## config.mk

```make
export PLATFORM = sky130hd
export DESIGN_NAME = ring_buffer_deque
export DESIGN_NICKNAME = d
export VERILOG_FILES = /design/src/sv/rbd_pkg.sv /design/src/sv/ring_buffer_deque.sv /design/src/sv/rbd_ram.sv /design/src/sv/rbd_core.sv
export SDC_FILE = /design/constraint.sdc
export NUM_CORES = 1
export LEC_CHECK = 0
export ABC_AREA = 0
export BUFFER_PORTS_ARGS = -buffer_cell sky130_fd_sc_hd__buf_2
export CAP_MARGIN = 20
export CORE_ASPECT_RATIO = 1.1
export CORE_MARGIN = 2
export CORE_UTILIZATION = 40
export CTS_BUF_LIST = sky130_fd_sc_hd__clkbuf_2
export DETAILED_ROUTE_END_ITERATION = 12
export HOLD_SLACK_MARGIN = 0.05
export PLACE_DENSITY_LB_ADDON = 0.25
export SETUP_SLACK_MARGIN = 0.4
export SYNTH_ARGS = -nofsm -noshare
export SYNTH_HDL_FRONTEND = slang
export SYNTH_SLANG_ARGS = --single-unit
```

## constraint.sdc

```tcl
create_clock -name i_clk -period 7.5 [get_ports i_clk]
set_input_delay 1.5 -clock i_clk [delete_from_list [all_inputs] [get_ports i_clk]]
set_output_delay 1.5 -clock i_clk [all_outputs]
set_load 0.01 [all_outputs]
```

## src/sv/rbd_pkg.sv

```systemverilog
`default_nettype none
// ---------------------------------------------------------------------------
// rbd_pkg
// Shared constants, types and ring index helpers for the ring buffer deque.
// ---------------------------------------------------------------------------
package rbd_pkg;

    localparam int CAPACITY = 16;
    localparam int ELEM_W   = 32;
    localparam int IDX_W    = $clog2(CAPACITY);
    localparam int CNT_W    = $clog2(CAPACITY + 1);
    localparam int OP_W     = 3;

    typedef enum logic [OP_W-1:0] {
        OP_PUSH_BACK  = 3'd0,
        OP_PUSH_FRONT = 3'd1,
        OP_POP_BACK   = 3'd2,
        OP_POP_FRONT  = 3'd3,
        OP_READ_SLOT  = 3'd4
    } t_opcode;

    // Write port and read addresses handed from the core to the slot RAMs
    typedef struct packed {
        logic              we;
        logic [IDX_W-1:0]  waddr;
        logic [ELEM_W-1:0] wdata;
        logic              re;
        logic [IDX_W-1:0]  raddr_front;
        logic [IDX_W-1:0]  raddr_back;
        logic [IDX_W-1:0]  raddr_slot;
    } t_ram_req;

    // Result-side control: handshake plus the non-RAM result fields
    typedef struct packed {
        logic             valid;
        logic             accepted;
        logic [CNT_W-1:0] occupancy;
        logic             is_empty;
        logic             is_full;
        logic             rv_front;
        logic             rv_back;
        logic             rv_slot;
    } t_res_ctrl;

    function automatic logic [IDX_W-1:0] ring_next(input logic [IDX_W-1:0] idx);
        ring_next = (idx == IDX_W'(CAPACITY - 1)) ? '0 : idx + 1'b1;
    endfunction

    function automatic logic [IDX_W-1:0] ring_prev(input logic [IDX_W-1:0] idx);
        ring_prev = (idx == '0) ? IDX_W'(CAPACITY - 1) : idx - 1'b1;
    endfunction

endpackage
`default_nettype wire

```

## src/sv/ring_buffer_deque.sv

```systemverilog
`default_nettype none
// ---------------------------------------------------------------------------
// ring_buffer_deque
// Fixed-capacity double-ended queue on a ring of slots, stream interface.
// ---------------------------------------------------------------------------
// Each input transfer carries one operation (push back, push front, pop back,
// pop front, read slot) and yields exactly one result transfer reporting the
// state after that operation. The block takes one transfer per cycle while
// the result side keeps up. The operation waits in the input register while
// the next indices and count are formed; once the result side is free or
// ready, the indices and count update and the slot RAMs capture their reads
// at the post-step addresses, and the result registers offer the result to
// the receiver. A waiting result holds the input register, so at most two
// operations are in flight. Pushes are refused when full and pops when empty
// (accepted = 0, nothing changes). Slots clear at reset through per-slot
// valid bits, so there is no clearing pass and the block is ready right after
// reset.
module ring_buffer_deque
    import rbd_pkg::*;
(
    input  wire logic         i_clk,
    input  wire logic         i_rst_n,
    input  wire logic         s_axis_tvalid,
    output logic              s_axis_tready,
    input  wire logic [39:0]  s_axis_tdata,  // value[31:0], slot_index[35:32], zero pad
    input  wire logic [2:0]   s_axis_tuser,  // opcode[2:0]
    output logic              m_axis_tvalid,
    input  wire logic         m_axis_tready,
    output logic      [103:0] m_axis_tdata   // accepted[0], front_value[32:1],
                                             // back_value[64:33], slot_value[96:65],
                                             // occupancy[101:97], is_empty[102],
                                             // is_full[103]
);

    t_ram_req          req;
    t_res_ctrl         res;
    logic [ELEM_W-1:0] front_data, back_data, slot_data;

    rbd_core u_core (
        .i_clk        (i_clk),
        .i_rst_n      (i_rst_n),
        .i_valid      (s_axis_tvalid),
        .o_ready      (s_axis_tready),
        .i_opcode     (s_axis_tuser),
        .i_value      (s_axis_tdata[31:0]),
        .i_slot_index (s_axis_tdata[35:32]),
        .i_out_ready  (m_axis_tready),
        .o_req        (req),
        .o_res        (res)
    );

    rbd_ram #(.DEPTH(CAPACITY), .WIDTH(ELEM_W)) u_ram_front (
        .i_clk   (i_clk),
        .i_we    (req.we),
        .i_waddr (req.waddr),
        .i_wdata (req.wdata),
        .i_re    (req.re),
        .i_raddr (req.raddr_front),
        .o_rdata (front_data)
    );

    rbd_ram #(.DEPTH(CAPACITY), .WIDTH(ELEM_W)) u_ram_back (
        .i_clk   (i_clk),
        .i_we    (req.we),
        .i_waddr (req.waddr),
        .i_wdata (req.wdata),
        .i_re    (req.re),
        .i_raddr (req.raddr_back),
        .o_rdata (back_data)
    );

    rbd_ram #(.DEPTH(CAPACITY), .WIDTH(ELEM_W)) u_ram_slot (
        .i_clk   (i_clk),
        .i_we    (req.we),
        .i_waddr (req.waddr),
        .i_wdata (req.wdata),
        .i_re    (req.re),
        .i_raddr (req.raddr_slot),
        .o_rdata (slot_data)
    );

    assign m_axis_tvalid = res.valid;

    always_comb begin
        m_axis_tdata          = '0;
        m_axis_tdata[0]       = res.accepted;
        m_axis_tdata[32:1]    = res.rv_front ? front_data : '0;
        m_axis_tdata[64:33]   = res.rv_back  ? back_data  : '0;
        m_axis_tdata[96:65]   = res.rv_slot  ? slot_data  : '0;
        m_axis_tdata[101:97]  = res.occupancy;
        m_axis_tdata[102]     = res.is_empty;
        m_axis_tdata[103]     = res.is_full;
    end

endmodule
`default_nettype wire

```

## src/sv/rbd_ram.sv

```systemverilog
`default_nettype none
// ---------------------------------------------------------------------------
// rbd_ram
// Generic single-write, single-read RAM with registered, write-first read.
// ---------------------------------------------------------------------------
module rbd_ram #(
    parameter int DEPTH = 16,
    parameter int WIDTH = 32
) (
    input  wire logic                     i_clk,
    input  wire logic                     i_we,
    input  wire logic [$clog2(DEPTH)-1:0] i_waddr,
    input  wire logic [WIDTH-1:0]         i_wdata,
    input  wire logic                     i_re,
    input  wire logic [$clog2(DEPTH)-1:0] i_raddr,
    output logic      [WIDTH-1:0]         o_rdata
);

    logic [WIDTH-1:0] mem [DEPTH];
    logic [WIDTH-1:0] r_rdata;

    always_ff @(posedge i_clk) begin
        if (i_we) begin
            mem[i_waddr] <= i_wdata;
        end
    end

    // Forward the word being written when the read hits the same address
    always_ff @(posedge i_clk) begin
        if (i_re) begin
            if (i_we && (i_waddr == i_raddr)) begin
                r_rdata <= i_wdata;
            end else begin
                r_rdata <= mem[i_raddr];
            end
        end
    end

    assign o_rdata = r_rdata;

endmodule
`default_nettype wire

```

## src/sv/rbd_core.sv

```systemverilog
`default_nettype none
// ---------------------------------------------------------------------------
// rbd_core
// Input register, deque indices, item count and slot valid bits; computes
// the next state and drives the slot RAM ports for one transfer per cycle while the result side keeps up.
// ---------------------------------------------------------------------------
module rbd_core
    import rbd_pkg::*;
(
    input  wire logic              i_clk,
    input  wire logic              i_rst_n,
    input  wire logic              i_valid,
    output logic                   o_ready,
    input  wire logic [OP_W-1:0]   i_opcode,
    input  wire logic [ELEM_W-1:0] i_value,
    input  wire logic [IDX_W-1:0]  i_slot_index,
    input  wire logic              i_out_ready,
    output t_ram_req               o_req,
    output t_res_ctrl              o_res
);

    // Input register
    logic              r_in_valid;
    logic [OP_W-1:0]   r_op;
    logic [ELEM_W-1:0] r_value;
    logic [IDX_W-1:0]  r_slot_index;

    // Deque state
    logic [IDX_W-1:0] r_front, n_front;
    logic [IDX_W-1:0] r_back,  n_back;
    logic [CNT_W-1:0] r_count, n_count;
    logic             r_slot_valid [CAPACITY];

    // Result control
    logic             r_out_valid;
    logic             r_accepted, n_accepted;
    logic             r_rv_front, r_rv_back, r_rv_slot;

    logic fire;
    logic in_take;
    logic full, empty;
    logic we;
    logic [IDX_W-1:0] waddr;
    logic [IDX_W-1:0] ra_front, ra_back;

    assign fire    = r_in_valid && (!r_out_valid || i_out_ready);
    assign o_ready = !r_in_valid || fire;
    assign in_take = i_valid && o_ready;

    assign full  = (r_count == CNT_W'(CAPACITY));
    assign empty = (r_count == '0);

    always_comb begin
        n_front    = r_front;
        n_back     = r_back;
        n_count    = r_count;
        n_accepted = 1'b0;
        we         = 1'b0;
        waddr      = r_back;
        case (t_opcode'(r_op))
            OP_PUSH_BACK: begin
                if (!full) begin
                    we         = 1'b1;
                    waddr      = r_back;
                    n_back     = ring_next(r_back);
                    n_count    = r_count + 1'b1;
                    n_accepted = 1'b1;
                end
            end
            OP_PUSH_FRONT: begin
                if (!full) begin
                    we         = 1'b1;
                    waddr      = r_front;
                    n_front    = ring_prev(r_front);
                    n_count    = r_count + 1'b1;
                    n_accepted = 1'b1;
                end
            end
            OP_POP_BACK: begin
                if (!empty) begin
                    n_back     = ring_prev(r_back);
                    n_count    = r_count - 1'b1;
                    n_accepted = 1'b1;
                end
            end
            OP_POP_FRONT: begin
                if (!empty) begin
                    n_front    = ring_next(r_front);
                    n_count    = r_count - 1'b1;
                    n_accepted = 1'b1;
                end
            end
            OP_READ_SLOT: begin
                n_accepted = 1'b1;
            end
            default: begin
                n_accepted = 1'b0;
            end
        endcase
    end

    // Read addresses come from the post-step indices
    assign ra_front = ring_next(n_front);
    assign ra_back  = ring_prev(n_back);

    always_comb begin
        o_req.we          = fire && we;
        o_req.waddr       = waddr;
        o_req.wdata       = r_value;
        o_req.re          = fire;
        o_req.raddr_front = ra_front;
        o_req.raddr_back  = ra_back;
        o_req.raddr_slot  = r_slot_index;
    end

    always_ff @(posedge i_clk) begin
        if (in_take) begin
            r_op         <= i_opcode;
            r_value      <= i_value;
            r_slot_index <= i_slot_index;
        end
    end

    always_ff @(posedge i_clk) begin
        if (!i_rst_n) begin
            r_in_valid  <= 1'b0;
            r_out_valid <= 1'b0;
            r_front     <= IDX_W'(CAPACITY - 1);
            r_back      <= '0;
            r_count     <= '0;
            r_accepted  <= 1'b0;
            r_rv_front  <= 1'b0;
            r_rv_back   <= 1'b0;
            r_rv_slot   <= 1'b0;
            for (int i = 0; i < CAPACITY; i++) begin
                r_slot_valid[i] <= 1'b0;
            end
        end else begin
            if (in_take) begin
                r_in_valid <= 1'b1;
            end else if (fire) begin
                r_in_valid <= 1'b0;
            end
            if (fire) begin
                r_out_valid <= 1'b1;
            end else if (i_out_ready) begin
                r_out_valid <= 1'b0;
            end
            if (fire) begin
                r_front    <= n_front;
                r_back     <= n_back;
                r_count    <= n_count;
                r_accepted <= n_accepted;
                // A slot never written reads as zero
                r_rv_front <= r_slot_valid[ra_front] || (we && (waddr == ra_front));
                r_rv_back  <= r_slot_valid[ra_back] || (we && (waddr == ra_back));
                r_rv_slot  <= r_slot_valid[r_slot_index] || (we && (waddr == r_slot_index));
                if (we) begin
                    r_slot_valid[waddr] <= 1'b1;
                end
            end
        end
    end

    always_comb begin
        o_res.valid     = r_out_valid;
        o_res.accepted  = r_accepted;
        o_res.occupancy = r_count;
        o_res.is_empty  = (r_count == '0);
        o_res.is_full   = (r_count == CNT_W'(CAPACITY));
        o_res.rv_front  = r_rv_front;
        o_res.rv_back   = r_rv_back;
        o_res.rv_slot   = r_rv_slot;
    end

    a_count_bound: assert property (@(posedge i_clk) disable iff (!i_rst_n)
        r_count <= CNT_W'(CAPACITY))
        else $error("item count above capacity");

    a_ring_invariant: assert property (@(posedge i_clk) disable iff (!i_rst_n)
        r_back == IDX_W'(r_front + 1 + r_count))
        else $error("front, back and count out of step");

    a_no_write_when_full: assert property (@(posedge i_clk) disable iff (!i_rst_n)
        o_req.we |-> !full)
        else $error("slot written while full");

    a_hold_when_idle: assert property (@(posedge i_clk) disable iff (!i_rst_n)
        !fire |=> $stable(r_count) && $stable(r_front) && $stable(r_back))
        else $error("state moved without a transfer");

    a_accept_moves_count: assert property (@(posedge i_clk) disable iff (!i_rst_n)
        (fire && n_accepted && (r_op == OP_PUSH_BACK || r_op == OP_PUSH_FRONT))
        |=> r_count == $past(r_count) + 1'b1)
        else $error("accepted push did not raise count");

endmodule
`default_nettype wire
```

==> results of run 1 <==
layout by cell type, fill, tap and decap left out, types with 7 or more instances in the layout:
| master | instances |
|---|---|
| a211oi_1 | 28 |
| clkinv_1 | 40 |
| buf_2 | 148 |
| edfxtp_1 | 647 |
| o211a_1 | 13 |
| nand2_1 | 86 |
| mux4_2 | 386 |
| and2_1 | 100 |
| dlygate4sd3_1 | 11 |
| mux2i_1 | 157 |
| nand3_1 | 26 |
| clkbuf_2 | 237 |
| xnor2_1 | 16 |
| o211ai_1 | 8 |
| buf_4 | 52 |
| clkinv_2 | 12 |
| buf_12 | 7 |
| dfxtp_1 | 36 |
| and3_1 | 36 |
| o21ai_0 | 31 |
| nor2_4 | 12 |
| a311o_1 | 8 |
| ha_1 | 7 |
| a21oi_1 | 16 |
| o21a_1 | 7 |
| o22ai_1 | 14 |
| a311oi_1 | 33 |
| mux2_2 | 55 |
| inv_1 | 36 |
| a222oi_1 | 12 |
| inv_2 | 7 |
| nor2_1 | 74 |
cell families (layout without fill, tap and decap cells):
group	Yosys count	in the layout	share of synthesized area
flip-flops	686	686	0.558
AND/OR/NAND/NOR	376	376	0.0528
other	0	2	0
adder cells (fa/ha/maj)	10	10	0.00366
multiplexers	600	600	0.301
buffers and inverters	220	559	0.0292
AO/OA/AOI/OAI	225	225	0.0487
XOR/XNOR	22	22	0.00608
cell type report:
cell class,count,share of cell area
clock buffers,237,0.0297
diodes,2,0.000125
multi-input cells,1233,0.379
inverters,39,0.00373
repair buffers,219,0.0353
flip-flops and latches,686,0.506
well taps,1170,0.0366
clock inverters,64,0.00986
stage by stage:
step / setup WS [ns] / util / instances
final: 1.82 / 0.446 / 3650
after global routing: 1.56 / 0.446 / 3650
after CTS: 1.84 / 0.446 / 3647
after detailed placement: 1.90 / 0.427 / 3335
after global placement: 1.94 / 0.427 / 3334
after floorplan: 2.05 / - / 2139
power breakdown:
| group | switching (uW) | internal (uW) |
|---|---|---|
| Sequential | 103 | 4320 |
| Combinational | 1010 | 768 |
| Clock | 1600 | 1030 |
| Total | 2710 | 6120 |
synth_stat cells (12+ instances only):
library cell / count
xnor2_1: 17
buf_4: 25
nand3_1: 27
mux4_2: 386
dfxtp_1: 39
nor2_1: 85
a211oi_1: 28
o22ai_1: 14
mux2i_1: 157
mux2_2: 55
nand2_1: 86
a21oi_1: 17
a311oi_1: 33
clkbuf_1: 101
buf_1: 21
buf_2: 21
o211a_1: 13
and2_1: 100
inv_1: 37
o21ai_0: 31
a222oi_1: 12
and3_1: 37
edfxtp_1: 647
sequential cells by signal, indices dropped and copies added (netlist names), 5 cells and up, named ones only:
signal	cells
u_core.r_slot_valid	16
u_core.r_value	32
u_ram_back.o_rdata	32
u_ram_front.o_rdata	32
u_core.r_count	5
u_ram_slot.o_rdata	32
u_ram_slot.mem	256
u_ram_front.mem	160
u_ram_back.mem	96
routing by layer:
| metal | GRT usage | up-vias | routed length [um] |
|---|---|---|---|
| met5 | 0 | - | 23 |
| met4 | 0.0990 | 2 | 3610 |
| met3 | 0.0548 | 243 | 10200 |
| met2 | 0.406 | 1420 | 55900 |
| met1 | 0.314 | 12120 | 43300 |
| li1 | - | 9447 | - |
final timing paths:
check / endpoint / slack, ns / depth (start not counted)
setup / recovery: u_core.r_rv_front / 1.82 / 15
hold / removal: u_core.r_value[11] / 0.20 / 1
setup reg to reg: u_core.r_rv_front / 1.82 / 15
hold reg to reg: u_core.r_slot_valid[3] / 0.52 / 2
worst max-delay path: stages (launching register included):
cell,delay [ns]
dfxtp_1,0.76
clkinv_1,0.50
o21ai_4,0.41
a221oi_1,0.16
or2_1,0.24
buf_4,0.24
ha_4,0.22
nand2_1,0.07
mux2i_1,0.20
buf_4,0.29
a21oi_4,0.47
buf_4,0.67
mux4_2,0.60
and3_1,0.19
a311oi_1,0.25
a41oi_1,0.14
==> metrics.md, run 1 <==
| Metric | Value |
|---|---|
| Root Driver | clkbuf_2 |
| # resized after CTS | 0 |
| Die Area | between 90,000 and 100,000 sq um |
| Gr ovfl total | 0 |
| TritonCTS clock tree | yes |
| Crit share post-route | 0.758 |
| Final Cell Area | ~40,000 sq um |
| Clock transition at path regs | 0.13 ns |
| Antenna violations before repair | 4 |
| Final setup fails | 0 |
| Area growth syn-to-layout | 10.4% |
| Outcome | completed |
| Post-DP HPWL | 62,000 um |
| Skew final | approximately 0.14 ns |
| Synth async-reset ratio | 0 |
| Worst hold slack | 0.195 ns |
| Deepest clock path buffer count | 3 |
| Drt wl/cell | 31.0 um |
| Port bufs | 148 |
| Yosys top cell by area | edfxtp_1 |
| Synthesized area per cell | 16.9 sq um |
| Synthesized cell area | about 36,000 sq um |
| Worst path arrival time | slightly below 7 ns |
| Multi-input logic area | 15,100 sq um |
| Layout cells sized above 1 | 0.385 |
| Critical hold path startpoint | s_axis_tdata[11] |
| CP Capture Type | register |
| Area contributors post-synth | edfxtp_1 54%, mux4_2 24%, mux2i_1 4.3%, dfxtp_1 2.2%, and2_1 1.7% |
| Pwr dens | 221 nW/um^2 |
| Count of cell types in the netlist | 80 |
| Worst relative slew slack | 0.200 |
| Clk sinks | a little under 700 |
| Final Slew Violations | 0 |
| Hold_buf cts | 11 |
| RSZ-0062 raised after global routing | false |
| Slew of the pin with the lowest slew margin | 1.20 ns |
| CTS buffer count | between 150 and 200 |
| Via count | 23,232 |
| Maxcap violations | 0 |
| EDFF count, synth | 647 |
| Total track usage | 0.245 |
| Gpl congestion | about 0.83 |
| Vias in the first global route | between 20,000 and 25,000 |
| Register bit total from synthesis | 686 |
| Worst EP required | ~9 ns |
| Yosys warns | 0 |
| Pre-antenna DRT Iters | 8 |
| Static Leak | 0.0137 uW |
| Setup TNS | 0 ns |
| Post-DP Area | 38,200 sq um |
| Nets | 2,413 |
| Min Tclk post-route | 5.68 ns |
| Worst Hold Class | in2reg |
| Crit start category | register |
| Row cnt | 115 |
| Vias per inst | 6.36 |
| Setup Crit Path Kind | reg2reg |
| DRC | 0 |
| Initial Utilization | 0.404 |
| Final hold vios | 0 |
| Clk Latency, worst-skew pair | 1.49 ns |
| Sequential area share after synthesis | 0.558 |
| Fillers | 7,927 |
| Core Area | between 80,000 and 90,000 sq um |
| Post-Syn Instances | approximately 2,100 |
| Synth Flop Type | edfxtp_1 |
| Syn nets | around 2,200 |
| Die span in x | 291 um |
| ANT nets after route | 0 |
| Area share of the largest cell type after synthesis | 0.537 |
| Register area | just over 20,000 sq um |
| First-pass GRT wire length | roughly 170,000 um |
| Initial DRC Count | between 2,000 and 3,000 |
| Max Fclk | 176 MHz |
| Final WL | 113,000 um |
| Crit Path Max Fanout | 39 |
| Final total power | 8830 uW |
| Postcts setup bufs | 0 |
| H-tree depth | 4 |
| I/O Pins | 153 |
| Largest net degree at the start of global routing | 90 |
| RR Startpoint | u_core.r_count[4] |
| Worst Setup SP | u_core.r_count[4] |
| Worst VDD drop | 0.000109 V |
| Die height | 320 um |
Note: power is estimated with default switching activity, not from simulation.
==> inputs of run 2 (changes only) <==
==> constraint.sdc (replaced) <==
create_clock -name i_clk -period 5.6 [get_ports i_clk]
set_input_delay 1.12 -clock i_clk [delete_from_list [all_inputs] [get_ports i_clk]]
set_output_delay 1.12 -clock i_clk [all_outputs]
set_load 0.01 [all_outputs]
==> run 2 against run 1 <==
Sequential power is 34% higher. Die area stayed put. Via count is 0.53% higher. Global-route usage is 0.53 points lower. Core utilization is 0.91 points higher. Critical path type unchanged.
==> metrics.md, run 2 (synthesized netlist as in run 1, its figures left out) <==
| Metric | Value |
|---|---|
| CP peak stage delay | 0.89 ns (+0.13 ns) |
| Initial DRC Count | 2,830 (-1.2%) |
| Clk Latency, worst-skew pair | 1.40 ns (-0.09 ns) |
| Port bufs | 148 (unchanged) |
| Met1 GRT Util | 0.314 (+0.000383) |
| Post-DP HPWL | 62,100 um (+0.23%) |
| Antenna violations before repair | 3 (-1) |
| Max FFs per register | 256 (unchanged) |
| Via count | 23,355 (+0.53%) |
| Pre-antenna DRT Iters | 6 (-2) |
| Top reg by flops | u_ram_slot.mem |
| Combinational power share | 0.202 (about the same) |
| Slew of the pin with the lowest slew margin | 1.04 ns (-0.161 ns) |
| Clock power share | 0.310 (+0.012) |
| Layer with the highest usage | met2 |
| Pre-CTS setup slack | 0.541 ns (-1.36 ns) |
| Vias per inst | 6.29 (-1.2%) |
| Final Slew Violations | 0 (unchanged) |
| Area growth syn-to-layout | 12.6% |
| Final WL | 112,000 um (-0.89%) |
| Die span in x | 291 um (unchanged) |
| Vias in the first global route | 24,017 (-1.6%) |
| Pwr dens | 297 nW/um^2 (+34%) |
| ANT nets after route | 0 (unchanged) |
| Routing usage on met2 | 0.395 (-0.0105) |
| Gr ovfl total | 0 (unchanged) |
| Commonest non-fill, non-tap cells in the layout | 647 x edfxtp_1, 386 x mux4_2, 244 x clkbuf_2, 157 x mux2i_1, 148 x buf_2 |
| Clock transition at path regs | 0.12 ns (about the same) |
| Initial Utilization | 0.404 (unchanged) |
| Deepest clock path buffer count | 3 (unchanged) |
| Setup ws final | 0.606 ns (-1.21 ns) |
| RSZ-0062 raised after global routing | false |
| Crit start category | register |
| Post-DP Area | 38,500 sq um (+0.80%) |
| Row cnt | 115 (unchanged) |
| Post-route insts no fill | 3,714 (+1.8%) |
| Postcts setup bufs | 0 (unchanged) |
| Worst path arrival time | 6.09 ns (-0.87 ns) |
| Part of the power in registers | 0.489 (-0.012) |
| TritonCTS clock tree | yes |
| Internal | 8470 uW (+38%) |
| Worst VDD drop | 0.000175 V (+61%) |
| Worst relative slew slack | 0.287 (+0.0876) |
| I/O Pins | 153 (unchanged) |
| Inst Count DP | 3,351 (+0.48%) |
| Nets | 2,460 (+1.9%) |
| Crit Path Max Fanout | 38 (-2.6%) |
| Regs by FF count | u_ram_slot.mem: 256 flops, u_ram_front.mem: 160 flops, u_ram_back.mem: 96 flops |
| CP cell instances | or4_1, o21ai_4, a221oi_1, or2_1, ha_4, nand2_1, mux2i_1, buf_4, a21oi_4, buf_12, buf_4, mux4_2, mux2i_1, a32oi_1, o21a_1 |
| Crit share post-route | 0.892 (+0.134) |
| CTS buffer count | 177 (unchanged) |
| Maxcap violations | 0 (unchanged) |
| Min Tclk post-route | 4.99 ns (-0.689 ns) |
| Total track usage | 0.240 (-0.00533) |
| Final setup fails | 0 (unchanged) |
| Core Area | 89,500 sq um (unchanged) |
| Gpl congestion | 0.829 (-0.70%) |
| CP Capture Type | register |
| H-tree depth | 4 (unchanged) |
| Largest net degree at the start of global routing | 133 (+48%) |
| Worst EP required | 6.70 ns (-2.07 ns) |
| Root Driver | clkbuf_2 |
| Drt wl/cell | 30.2 um (-2.6%) |
| Die Area | 92,900 sq um (unchanged) |
| DRC | 0 (unchanged) |
| Setup Crit Path Kind | reg2reg |
| First-pass GRT wire length | 162,000 um (-2.3%) |
| Commonest non-fill, non-tap cell in the layout | edfxtp_1 |
| Net Switching | 3630 uW (+34%) |
| Final Cell Area | 40,800 sq um (+2.0%) |
| Clk sinks | 686 (unchanged) |
| CP delay by family, top | simple AND/OR/NAND/NOR gates |
| Worst Hold Class | in2reg |
| Critical path's slowest cell | or4_1 |
| Skew final | 0.0877 ns (-0.0500 ns) |
| M3 GR Usage | 0.0477 (-0.00709) |
| Sw Share | 0.300 (-0.00677) |
| Die height | 320 um (unchanged) |
| Setup TNS | 0 ns (unchanged) |
| Outcome | completed |
| Final hold vios | 0 (unchanged) |
| Layout cells sized above 1 | 0.387 (+0.00212) |
| Static Leak | 0.0141 uW (+2.6%) |
| Max Fclk | 200 MHz (+14%) |
| Worst path bufs/invs | 3 (-1) |
[run 2: changes by cell type in the layout (fill, tap and decap cells not counted), sizes merged]
cell and change:
buf +16, bufinv +4, clkbuf +7, clkinv +7, clkinvlp +1, dlygate4sd3 +31, inv -2
[run 2: area by class of cell]
class                      instances  area (sq um)
fill                            7863         48700
sequential                       686         20200
multi-input combinational       1233         15100
timing repair buffer             266          2010
tap                             1170          1460
clock buffer                     244          1220
clock inverter                    74           552
inverter                          39           149
antenna                            2          5.00
[run 2: worst paths after layout]
check | slack (ns) | endpoint | start | cells past startpoint
worst max-delay path | 0.61 | u_ram_front.o_rdata[22] | u_core.r_count[0] | 15
worst min-delay path | 0.42 | u_core.r_value[22] | s_axis_tdata[22] | 2
worst max register to register | 0.61 | u_ram_front.o_rdata[22] | u_core.r_count[0] | 15
worst min register to register | 0.52 | u_core.r_slot_valid[13] | u_core.r_slot_valid[13] | 2
[run 2: timing repair]
item	in CTS	in global routing
endpoints found under the hold margin	57	0
endpoints found under the setup margin	0	8
resized for setup	0	1
hold buffers	42	0
[run 2: per-layer routing]
layer,part of all wire,wire length (um),vias to the layer above
met2,0.49,54900,1370
met1,0.39,43600,12197
met4,0.031,3450,0
met5,0,0,-
li1,-,-,9573
met3,0.089,9990,215
[run 2: power by group through the flow]
stage	clock [uW]	sequential, uW	combinational, uW
finish	3750	5910	2440
global route	4110	5930	2560
CTS	3880	5920	2440
detailed placement	0	6030	2400
global placement	0	6030	2390
floorplan	0	5960	1650
[run 2: per-stage QoR]
stage                     utilization  hold WS [ns]  total power (uW)
after global placement          0.431         0.488              8420
final                           0.456         0.423             12100
after floorplan                     -         0.470              7610
after CTS                       0.455         0.227             12200
after detailed placement        0.431         0.502              8430
after global routing            0.456         0.308             12600
==> inputs of run 3 (changes only) <==
--- a/config.mk
+++ b/config.mk
@@ -8,7 +8,6 @@
 export ABC_AREA = 0
 export BUFFER_PORTS_ARGS = -buffer_cell sky130_fd_sc_hd__buf_2
 export CAP_MARGIN = 20
-export CORE_ASPECT_RATIO = 1.1
 export CORE_MARGIN = 2
 export CORE_UTILIZATION = 40
 export CTS_BUF_LIST = sky130_fd_sc_hd__clkbuf_2
==> run 3 against run 2 <==
Sequential share of layout area increased by 0.29 points. Count of clock-buffer cells in the layout increased by 1. Core utilization decreased by 0.46 points. Via count increased by 1.3%. Global-route usage increased by 0.64 points. Die area about the same. Sequential cell count unchanged. Design area decreased by 0.59%. Critical endpoint is now u_ram_back.o_rdata[23]. Maximum frequency increased by 2.8%. Critical path depth decreased by 1. Clock power decreased by 7.5%. Clock skew increased by 0.043 ns.
==> metrics.md, run 3 (synthesized netlist as in run 1, its figures left out) <==
| Metric | Value |
|---|---|
| H-tree depth | 4 (unchanged) |
| Static Leak | 0.0140 uW (-0.67%) |
| Root Driver | clkbuf_2 |
| Worst Hold Class | in2reg |
| Commonest non-fill, non-tap cells in the layout | 647 x edfxtp_1, 386 x mux4_2, 245 x clkbuf_2, 157 x mux2i_1, 148 x buf_2 |
| Total track usage | 0.246 (+0.00638) |
| Port bufs | 148 (unchanged) |
| Worst VDD drop | 0.000186 V (+6.2%) |
| Outcome | completed |
| Vias in the first global route | 24,427 (+1.7%) |
| RSZ-0062 raised after global routing | false |
| Pwr dens | 292 nW/um^2 (-1.5%) |
| Post-DP HPWL | 61,500 um (-0.91%) |
| Final WL | 115,000 um (+2.4%) |
| Die height | 305 um (-4.6%) |
| Final setup fails | 0 (unchanged) |
| Top reg by flops | u_ram_slot.mem |
| Commonest non-fill, non-tap cell in the layout | edfxtp_1 |
| Via count | 23,664 (+1.3%) |
| Initial DRC Count | 2,945 (+4.1%) |
| Worst EP required | 6.69 ns (about the same) |
| Crit share post-route | 0.868 (-0.0242) |
| Die span in x | 305 um (+4.8%) |
| Min Tclk post-route | 4.86 ns (-0.136 ns) |
| Nets | 2,461 (+0.041%) |
| Core Area | 89,900 sq um (+0.42%) |
| Max FFs per register | 256 (unchanged) |
| Initial Utilization | 0.403 (-0.00169) |
| Setup ws final | 0.742 ns (+0.136 ns) |
| Die Area | 92,900 sq um (about the same) |
| Maxcap violations | 0 (unchanged) |
| Antenna violations before repair | 2 (-1) |
| Clk sinks | 686 (unchanged) |
| Pre-CTS setup slack | 0.585 ns (+0.0435 ns) |
| Fillers | 7,977 (+1.4%) |
| Setup TNS | 0 ns (unchanged) |
| Deepest clock path buffer count | 3 (unchanged) |
| Final Slew Violations | 0 (unchanged) |
| Layout cells sized above 1 | 0.386 (-0.000967) |
| Regs by FF count | u_ram_slot.mem: 256 flops, u_ram_front.mem: 160 flops, u_ram_back.mem: 96 flops |
| Row cnt | 110 (-4.3%) |
| Largest net degree at the start of global routing | 133 (unchanged) |
| Final total power | 11,800 uW (-2.1%) |
| I/O Pins | 153 (unchanged) |
| Vias per inst | 6.36 (+1.2%) |
| TritonCTS clock tree | yes |
| DRC | 0 (unchanged) |
| ANT nets after route | 0 (unchanged) |
| Worst path arrival time | 5.95 ns (-0.14 ns) |
| Postcts setup bufs | 0 (unchanged) |
| WHS Path Cells | 2 (unchanged) |
| Skew final | 0.131 ns (+0.0429 ns) |
| Pre-antenna DRT Iters | 7 (+1) |
| Worst r2r path cells | 14 (-1) |
| Drt wl/cell | 30.9 um (+2.3%) |
| Clock transition at path regs | 0.11 ns (about the same) |
| Worst relative slew slack | 0.285 (-0.00173) |
| CP Capture Type | register |
| Inst Count DP | 3,357 (+0.18%) |
| Post-route insts no fill | 3,718 (+0.11%) |
| Clk Latency, worst-skew pair | 1.47 ns (+0.07 ns) |
| Max Fclk | 206 MHz (+2.8%) |
| First-pass GRT wire length | 166,000 um (+2.6%) |
| Slew of the pin with the lowest slew margin | 1.04 ns (+0.00252 ns) |
| Area growth syn-to-layout | 12.0% |
| Setup Crit Path Kind | reg2reg |
| Crit Path Max Fanout | 31 (-18%) |
| Gpl congestion | 0.833 (+0.52%) |
| CTS buffer count | 179 (+1.1%) |
| Final hold vios | 0 (unchanged) |
| Layout Utilization | 0.451 (-0.00456) |
| Crit start category | register |
| Gr ovfl total | 0 (unchanged) |
[run 3: final cells by class]
type	instances	area, sq um	area share
clock buffer	245	1230	0.0303
multi-input combinational	1233	15100	0.373
tap	1176	1470	0.0363
antenna	4	10.0	0.000247
sequential	686	20200	0.499
timing repair buffer	265	1950	0.0481
inverter	39	149	0.00367
clock inverter	70	375	0.00926
[run 3: final timing paths]
path | from | endpoint | slack [ns]
setup / recovery | u_core.r_count[0] | u_ram_back.o_rdata[23] | 0.74
hold / removal | s_axis_tdata[27] | u_core.r_value[27] | 0.36
setup reg to reg | u_core.r_count[0] | u_ram_back.o_rdata[23] | 0.74
hold reg to reg | u_core.r_accepted | u_core.r_accepted | 0.52
[run 3: layer usage]
metal  vias up  routed length, um  track usage
met5         -                  0            0
li1       9568                  -            -
met4         0               3790       0.0979
met2      1487              55700        0.401
met1     12343              44500        0.317
met3       266              10800       0.0607
[run 3: report_power, final]
| group | switching [uW] | total, uW | leakage, uW | internal [uW] |
|---|---|---|---|---|
| clock network | 2160 | 3470 | 0.00121 | 1310 |
| registers | 132 | 5910 | 0.00620 | 5780 |
| logic | 1390 | 2460 | 0.00657 | 1070 |
[run 3: worst max-delay path, stage by stage, from the launching register on]
cell	delay [ns]
dfxtp_1	0.38
or4_1	0.89
o21ai_0	0.40
o211ai_1	0.17
nand2_1	0.25
ha_4	0.25
inv_1	0.07
a211o_1	0.23
o211ai_1	0.14
xnor2_1	0.10
nor3_1	0.31
o211ai_4	0.38
buf_12	0.31
and3_1	0.19
a311oi_1	0.48
[run 3: what timing repair did]
item,CTS,global route
resized for setup,0,1
endpoints found under the setup margin,0,5
endpoints found under the hold margin,56,0
hold buffers,42,0
[run 3: metrics by stage]
step                hold slack (ns)  cell area (sq um)
finish                        0.364              40500
floorplan                     0.470              36200
global route                  0.300              40500
detailed placement            0.501              38500
global placement              0.485              38500
CTS                           0.171              40500
